## config.mk

```make
export PLATFORM = sky130hd
export DESIGN_NAME = utf8_stream_decoder_core
export DESIGN_NICKNAME = d
export VERILOG_FILES = /design/src/rtl/usd_pkg.sv /design/src/rtl/usd_front.sv /design/src/rtl/usd_queue.sv /design/src/rtl/usd_back.sv /design/src/rtl/utf8_stream_decoder_core.sv
export SDC_FILE = /design/constraint.sdc
export NUM_CORES = 1
export LEC_CHECK = 0
export BUFFER_PORTS_ARGS = -buffer_cell sky130_fd_sc_hd__clkbuf_2
export CAP_MARGIN = 20
export CORE_MARGIN = 1
export CORE_UTILIZATION = 63
export CTS_CLUSTER_DIAMETER = 150
export DETAILED_ROUTE_END_ITERATION = 10
export GPL_TIMING_DRIVEN = 0
export PLACE_DENSITY = 0.82
export SYNTH_ARGS = -nofsm -noshare
export SYNTH_HDL_FRONTEND = slang
export SYNTH_SLANG_ARGS = --single-unit
```

## constraint.sdc

```tcl
create_clock -name clk -period 11.3 [get_ports clk]
set_input_delay 1.13 -clock clk [delete_from_list [all_inputs] [get_ports clk]]
set_output_delay 1.13 -clock clk [all_outputs]
set_load 0.02 [all_outputs]
```

## src/rtl/usd_pkg.sv

```systemverilog
// ----------------------------------------------------------------------------
// usd_pkg: shared types and constants for the UTF-8 stream decoder
// Holds the job descriptor that is passed from the front end to the back end.
// ----------------------------------------------------------------------------
package usd_pkg;

  localparam int CP_W            = 21;
  localparam int ERR_CNT_W       = 3;
  localparam int QUEUE_DEPTH_DEF = 4;

  localparam logic [CP_W-1:0] REPLACEMENT_CP = 21'h00FFFD;

  // One decoded input byte: err_cnt replacement items come first, then the
  // code point when has_cp is set.
  typedef struct packed {
    logic [ERR_CNT_W-1:0] err_cnt;
    logic                 has_cp;
    logic [CP_W-1:0]      cp;
  } job_t;

endpackage

```

## src/rtl/usd_front.sv

```systemverilog
// ----------------------------------------------------------------------------
// usd_front: byte classifier and sequence tracker
// Tracks the pending multi-byte sequence and turns each byte into a job.
// ----------------------------------------------------------------------------
module usd_front (
  input  logic        clk,
  input  logic        rst_n,
  input  logic        take,
  input  logic [7:0]  data_byte,
  input  logic        stream_end,
  output logic        job_valid,
  output usd_pkg::job_t job
);
  import usd_pkg::*;

  typedef enum logic [2:0] {
    LEAD_ASCII,
    LEAD_TWO,
    LEAD_THREE,
    LEAD_FOUR,
    LEAD_BAD
  } lead_class_t;

  logic [CP_W-1:0] acc_r, acc_nxt;
  logic [1:0]      need_r, need_nxt;
  logic [1:0]      taken_r, taken_nxt;

  lead_class_t          lead_class;
  logic [1:0]           taken_inc;
  logic [CP_W-1:0]      acc_shift;
  logic [ERR_CNT_W-1:0] err_cnt;
  logic                 has_cp;
  logic [CP_W-1:0]      cp;

  always_comb begin
    unique casez (data_byte)
      8'b0???????: lead_class = LEAD_ASCII;
      8'b110?????: lead_class = LEAD_TWO;
      8'b1110????: lead_class = LEAD_THREE;
      8'b11110???: lead_class = LEAD_FOUR;
      default:     lead_class = LEAD_BAD;
    endcase
  end

  assign taken_inc = taken_r + 2'd1;
  assign acc_shift = {acc_r[CP_W-7:0], data_byte[5:0]};

  always_comb begin
    acc_nxt   = acc_r;
    need_nxt  = need_r;
    taken_nxt = taken_r;
    err_cnt   = '0;
    has_cp    = 1'b0;
    cp        = acc_shift;

    if ((need_r != 2'd0) && (data_byte[7:6] == 2'b10)) begin
      acc_nxt   = acc_shift;
      taken_nxt = taken_inc;
      if (taken_inc >= need_r) begin
        has_cp    = 1'b1;
        acc_nxt   = '0;
        need_nxt  = 2'd0;
        taken_nxt = 2'd0;
      end
    end else begin
      // broken sequence: one replacement for the lead and each continuation
      if (need_r != 2'd0) begin
        err_cnt   = ERR_CNT_W'(taken_r) + ERR_CNT_W'(1);
        acc_nxt   = '0;
        need_nxt  = 2'd0;
        taken_nxt = 2'd0;
      end
      unique case (lead_class)
        LEAD_ASCII: begin
          has_cp = 1'b1;
          cp     = CP_W'(data_byte);
        end
        LEAD_TWO: begin
          acc_nxt   = CP_W'(data_byte[4:0]);
          need_nxt  = 2'd1;
          taken_nxt = 2'd0;
        end
        LEAD_THREE: begin
          acc_nxt   = CP_W'(data_byte[3:0]);
          need_nxt  = 2'd2;
          taken_nxt = 2'd0;
        end
        LEAD_FOUR: begin
          acc_nxt   = CP_W'(data_byte[2:0]);
          need_nxt  = 2'd3;
          taken_nxt = 2'd0;
        end
        default: begin
          err_cnt = err_cnt + ERR_CNT_W'(1);
        end
      endcase
    end

    // flush whatever is still pending at end of stream
    if (stream_end && (need_nxt != 2'd0)) begin
      err_cnt   = err_cnt + ERR_CNT_W'(taken_nxt) + ERR_CNT_W'(1);
      acc_nxt   = '0;
      need_nxt  = 2'd0;
      taken_nxt = 2'd0;
    end
  end

  assign job_valid   = take && ((err_cnt != '0) || has_cp);
  assign job.err_cnt = err_cnt;
  assign job.has_cp  = has_cp;
  assign job.cp      = cp;

  always_ff @(posedge clk) begin
    if (!rst_n) begin
      acc_r   <= '0;
      need_r  <= 2'd0;
      taken_r <= 2'd0;
    end else if (take) begin
      acc_r   <= acc_nxt;
      need_r  <= need_nxt;
      taken_r <= taken_nxt;
    end
  end

endmodule

```

## src/rtl/usd_queue.sv

```systemverilog
// ----------------------------------------------------------------------------
// usd_queue: job queue between front end and back end
// Small register FIFO so the front end keeps taking bytes during error bursts.
// ----------------------------------------------------------------------------
module usd_queue #(
  parameter int DEPTH = usd_pkg::QUEUE_DEPTH_DEF
) (
  input  logic          clk,
  input  logic          rst_n,
  input  logic          wr_en,
  input  usd_pkg::job_t wr_job,
  input  logic          rd_en,
  output usd_pkg::job_t rd_job,
  output logic          full,
  output logic          not_empty
);
  import usd_pkg::*;

  localparam int PTR_W = (DEPTH > 1) ? $clog2(DEPTH) : 1;
  localparam int CNT_W = $clog2(DEPTH + 1);
  localparam logic [PTR_W-1:0] LAST_PTR = PTR_W'(DEPTH - 1);

  job_t             mem [DEPTH];
  logic [PTR_W-1:0] wr_ptr_r, wr_ptr_nxt;
  logic [PTR_W-1:0] rd_ptr_r, rd_ptr_nxt;
  logic [CNT_W-1:0] count_r, count_nxt;
  logic             do_wr, do_rd;

  assign full      = (count_r == CNT_W'(DEPTH));
  assign not_empty = (count_r != '0);
  assign do_wr     = wr_en && !full;
  assign do_rd     = rd_en && not_empty;
  assign rd_job    = mem[rd_ptr_r];

  always_comb begin
    wr_ptr_nxt = wr_ptr_r;
    rd_ptr_nxt = rd_ptr_r;
    count_nxt  = count_r;
    if (do_wr) begin
      wr_ptr_nxt = (wr_ptr_r == LAST_PTR) ? '0 : wr_ptr_r + PTR_W'(1);
    end
    if (do_rd) begin
      rd_ptr_nxt = (rd_ptr_r == LAST_PTR) ? '0 : rd_ptr_r + PTR_W'(1);
    end
    if (do_wr && !do_rd) begin
      count_nxt = count_r + CNT_W'(1);
    end else if (do_rd && !do_wr) begin
      count_nxt = count_r - CNT_W'(1);
    end
  end

  always_ff @(posedge clk) begin
    if (do_wr) begin
      mem[wr_ptr_r] <= wr_job;
    end
  end

  always_ff @(posedge clk) begin
    if (!rst_n) begin
      wr_ptr_r <= '0;
      rd_ptr_r <= '0;
      count_r  <= '0;
    end else begin
      wr_ptr_r <= wr_ptr_nxt;
      rd_ptr_r <= rd_ptr_nxt;
      count_r  <= count_nxt;
    end
  end

endmodule

```

## src/rtl/usd_back.sv

```systemverilog
// ----------------------------------------------------------------------------
// usd_back: result sequencer
// Expands each job into its result items, one per cycle while the output slot is popped, into the output slot.
// ----------------------------------------------------------------------------
module usd_back (
  input  logic          clk,
  input  logic          rst_n,
  input  logic          q_not_empty,
  input  usd_pkg::job_t q_job,
  output logic          q_pop,
  input  logic          pop,
  output logic          empty,
  output logic [20:0]   code_point,
  output logic          was_error,
  output logic          last_of_run
);
  import usd_pkg::*;

  job_t            cur_r, cur_nxt;
  logic            cur_valid_r, cur_valid_nxt;
  logic            out_valid_r, out_valid_nxt;
  logic [CP_W-1:0] out_cp_r;
  logic            out_err_r;
  logic            out_last_r;

  job_t            src;
  job_t            rem;
  logic            src_valid;
  logic            rem_busy;
  logic            load;
  logic            out_taken;
  logic [CP_W-1:0] res_cp;
  logic            res_err;

  assign src_valid = cur_valid_r || q_not_empty;
  assign src       = cur_valid_r ? cur_r : q_job;
  assign out_taken = pop && out_valid_r;
  assign load      = src_valid && (!out_valid_r || out_taken);
  assign q_pop     = load && !cur_valid_r;

  // replacement items go out first, then the code point
  always_comb begin
    rem = src;
    if (src.err_cnt != '0) begin
      res_cp      = REPLACEMENT_CP;
      res_err     = 1'b1;
      rem.err_cnt = src.err_cnt - ERR_CNT_W'(1);
      rem_busy    = (src.err_cnt != ERR_CNT_W'(1)) || src.has_cp;
    end else begin
      res_cp      = src.cp;
      res_err     = 1'b0;
      rem.has_cp  = 1'b0;
      rem_busy    = 1'b0;
    end
  end

  always_comb begin
    cur_nxt       = load ? rem : cur_r;
    cur_valid_nxt = load ? rem_busy : cur_valid_r;
    if (load) begin
      out_valid_nxt = 1'b1;
    end else if (out_taken) begin
      out_valid_nxt = 1'b0;
    end else begin
      out_valid_nxt = out_valid_r;
    end
  end

  always_ff @(posedge clk) begin
    cur_r <= cur_nxt;
    if (load) begin
      out_cp_r   <= res_cp;
      out_err_r  <= res_err;
      out_last_r <= !rem_busy;
    end
  end

  always_ff @(posedge clk) begin
    if (!rst_n) begin
      cur_valid_r <= 1'b0;
      out_valid_r <= 1'b0;
    end else begin
      cur_valid_r <= cur_valid_nxt;
      out_valid_r <= out_valid_nxt;
    end
  end

  assign empty       = !out_valid_r;
  assign code_point  = out_cp_r;
  assign was_error   = out_err_r;
  assign last_of_run = out_last_r;

endmodule

```

## src/rtl/utf8_stream_decoder_core.sv

```systemverilog
// A result item reaches the output ports through the job queue and the output slot register.
// Throughput: one byte per cycle while each byte gives at most one result and results are popped.
// A byte giving more than one result holds the back end until its last result is loaded; the job queue
// (QUEUE_DEPTH entries) lets the front end keep taking bytes meanwhile.
// Reset (synchronous, active low) clears sequence state, queue and output slot.
// ----------------------------------------------------------------------------
// utf8_stream_decoder_core: UTF-8 byte stream to code point decoder
// Front end classifies bytes, queue decouples, back end emits result items.
// ----------------------------------------------------------------------------
module utf8_stream_decoder_core #(
  parameter int QUEUE_DEPTH = usd_pkg::QUEUE_DEPTH_DEF
) (
  input  logic        clk,
  input  logic        rst_n,
  input  logic        push,
  output logic        full,
  input  logic [7:0]  in_data_byte,
  input  logic        in_stream_end,
  output logic        empty,
  input  logic        pop,
  output logic [20:0] out_code_point,
  output logic        out_was_error,
  output logic        out_last_of_run
);
  import usd_pkg::*;

  logic q_full;
  logic q_not_empty;
  logic q_pop;
  logic take;
  logic job_valid;
  job_t job;
  job_t q_job;

  assign full = q_full;
  assign take = push && !q_full;

  usd_front u_front (
    .clk        (clk),
    .rst_n      (rst_n),
    .take       (take),
    .data_byte  (in_data_byte),
    .stream_end (in_stream_end),
    .job_valid  (job_valid),
    .job        (job)
  );

  usd_queue #(
    .DEPTH (QUEUE_DEPTH)
  ) u_queue (
    .clk       (clk),
    .rst_n     (rst_n),
    .wr_en     (job_valid),
    .wr_job    (job),
    .rd_en     (q_pop),
    .rd_job    (q_job),
    .full      (q_full),
    .not_empty (q_not_empty)
  );

  usd_back u_back (
    .clk         (clk),
    .rst_n       (rst_n),
    .q_not_empty (q_not_empty),
    .q_job       (q_job),
    .q_pop       (q_pop),
    .pop         (pop),
    .empty       (empty),
    .code_point  (out_code_point),
    .was_error   (out_was_error),
    .last_of_run (out_last_of_run)
  );

endmodule

```

==> run_results.csv <==
group,metric,value,unit
clocking,worstSkewPairLatency,0.42,ns
die,num_rows,39,
sta,layout_min_cycle_time,4.37,ns
sta,relSlewSlack,43.6,%
die,ios,38,
clocking,clock_path_buffers,2,
synthesis,synth_edf_count,148,
power_and_ir_drop,peakVddDrop,0.138,mV
sta,rsz0062_at_grt,"false",
critical_path,setup.worst_path.end_class,"flop",
cells_and_area,regArea,0.00504,mm2
synthesis,yosysSeqAreaShare,67.4,%
placement,dp_hpwl,9090,um
cells_and_area,nets,559,
synthesis,syn_inst,469,
global_routing,grt_pass1_wl,22100,um
global_routing,grt_start_max_net_pins,35,
clocking,postCtsSetupRepairBufs,0,
synthesis,synth-main-ff-cell,"edfxtp_1",
route,vias_per_cell,6.06,
cells_and_area,nFillCells,667,
sta,fin_crit_sh,38.6,%
clocking,cts_root_buf,"clkbuf_16",
placement,port_buffers,36,
cells_and_area,stdcell_area,0.00852,mm2
clocking,cts_tree,"yes",
cells_and_area,antenna_cells,0,
placement,placed_area,0.00793,mm2
outcome,status,"finished with violations",
critical_path,cp_data_arrival_time,4.72,ns
synthesis,syn-num-nets,499,
sta,final_hold_viol_count,0,
synthesis,avgSynthCellArea,15.9,um2
sta,worstMarginPinSlew,0.846,ns
outcome,violations,"design-rule violations",
sta,fin_hold_ws,0.496,ns
die,start_util,65.0,%
clocking,cts.sinks,178,
critical_path,required,11.65,ns
sta,finalWorstSetupSlack,6.93,ns
global_routing,grt_use_total,23.9,%
job,drv_cap,0,
placement,gp_congestion,0.900,
power_and_ir_drop,p_per_area,238,mW/mm2
cells_and_area,final_layout_size_suffix_gt1_share,24.5,%
cells_and_area,multi_input_area,0.00228,mm2
clocking,cts_hold_buf,0,
sta,setup_violations,0,
critical_path,path_class,"in2reg",
global_routing,first_global_vias,4179,
power_and_ir_drop,p_leak,2.93,nW
cells_and_area,fin_util,74.0,%
route,firstDrtPassIters,8,
route,wl,13700,um
clocking,cts_made_buffers,17,
synthesis,syn_area,0.00748,mm2
sta,maxSlewViolCount,0,
die,die_height,111,um
clocking,htreeDepth,4,
die,dieArea,0.0123,mm2
cells_and_area,final_cell_mix,"edfxtp_1 (148), clkbuf_2 (36), dfxtp_1 (30), and2_1 (26), mux4_2 (25)",
cells_and_area,mostFrequentLayoutCell,"edfxtp_1",
route,drtIter0Drc,359,
route,antenna_left,0,
synthesis,synth_cell_types,57,
cells_and_area,area_growth,13.9,%
synthesis,yosysWarnings,0,
sta,finalSetupTns,0,ns
clocking,cts_resized,0,
route,route.detailed.drc,6,
clocking,cts.clk_slew.worst_paths,0.07,ns
synthesis,ys_seq_elements,178,
global_routing,antenna_found_initial,0,
die,core_area,0.0115,mm2
route,vias,4149,
synthesis,async_flop_share,0,%
die,dieWidth,111,um
critical_path,startpoint_type,"primary input",
worst_hold_path,hp-class,"reg2reg",
critical_path,cp_max_fo,11,
placement,dp_slack,6.51,ns
route,wl_per_cell,20.0,um
sta,fmax,0.229,GHz
sta,clock_skew,0.0100,ns
global_routing,overflow,0,
## logic make-up after synthesis
group | Yosys count | synth area share (%)
AO/OA/AOI/OAI | 56 | 5.70
flip-flops | 178 | 67.4
multiplexers | 56 | 12.0
XOR/XNOR | 4 | 0.468
adder cells (fa/ha/maj) | 17 | 3.04
buffers and inverters | 39 | 2.16
AND/OR/NAND/NOR | 119 | 9.13
## sequential cells by signal, summed over array words and instances, names as in the netlist, named ones only
signal	count
u_front.taken_r	2
u_back.out_valid_r	1
u_front.need_r	2
u_back.cur_r	25
u_queue.wr_ptr_r	2
u_back.was_error	1
u_queue.count_r	3
u_back.last_of_run	1
u_front.acc_r	15
u_back.cur_valid_r	1
u_queue.rd_ptr_r	2
u_queue.mem	100
u_back.code_point	21
## worst max-delay path: stages
cell       delay, ns
clkbuf_2        0.22
nand3_2         0.19
and2_4          0.21
buf_6           0.12
nand2b_1        0.14
a32oi_1         0.27
ha_1            0.18
inv_1           0.05
fa_1            0.36
o2111ai_1       0.10
xnor2_1         0.14
o22a_2          0.26
inv_2           0.08
ha_1            0.18
inv_1           0.06
fa_1            0.37
xor2_1          0.18
or3_1           0.31
a21boi_0        0.15
## power by group
part	switching (mW)	internal (mW)	total, mW
combinational	0.306	0.212	0.518
clock	0.241	0.337	0.579
sequential	0.0374	0.895	0.933
## cell type report
class | count | area share, %
plain buffers | 22 | 1.15
repair buffers | 41 | 3.05
inverters | 17 | 0.749
multi-input cells | 252 | 26.8
flip-flops and latches | 178 | 59.2
clock inverters | 10 | 1.13
well taps | 143 | 2.10
clock buffers | 22 | 5.83
## synth_stat cells, drive strengths merged (2+ instances only)
cell type  count  share of area, %
xnor2          3              0.35
buf            8              0.60
ha            15               2.5
a2111oi        4              0.80
and2          27               2.3
inv           17              0.85
o2111ai        3              0.35
nand2b         6              0.60
mux2i          9               1.2
o21ai          6              0.40
mux2          22               3.3
nor2b         22               1.8
a21oi         10              0.67
nor3b          2              0.20
a22oi         13               1.3
nand3          4              0.33
o31ai          2              0.20
nor3           4              0.27
mux4          25               7.5
edfxtp       148                59
clkbuf        14              0.70
a31oi          2              0.17
nor2          11              0.59
a21boi         6              0.60
or3            2              0.17
or2           16               1.3
fa             2              0.54
nand2         20               1.0
dfxtp         30               8.0
## per-stage QoR
stage	instances	power, mW
6_report	685	2.03
5_1_grt	685	2.12
4_1_cts	685	2.04
3_5_place_dp	653	1.47
3_3_place_gp	648	1.43
2_1_floorplan	469	1.31
## metal layers
layer / wire length [um] / GRT usage, %
met1: 5870 / 31.4
met2: 6900 / 40.0
met3: 751 / 5.14
met4: 196 / 7.40
met5: 0 / 0
## path summary, 6_finish.rpt
kind | slack, ns | cells past startpoint | from | to
min | 0.50 | 2 | u_front.taken_r[1]$_SDFFE_PN0P_ | u_front.taken_r[1]$_SDFFE_PN0P_
max reg2reg | 6.96 | 18 | u_front.taken_r[0]$_SDFFE_PN0P_ | u_queue.count_r[2]$_SDFFE_PN0P_
max | 6.93 | 19 | in_data_byte[5] | u_queue.count_r[2]$_SDFFE_PN0P_
min reg2reg | 0.50 | 2 | u_front.taken_r[1]$_SDFFE_PN0P_ | u_front.taken_r[1]$_SDFFE_PN0P_
No activity file was read; power rests on OpenSTA's default activity.
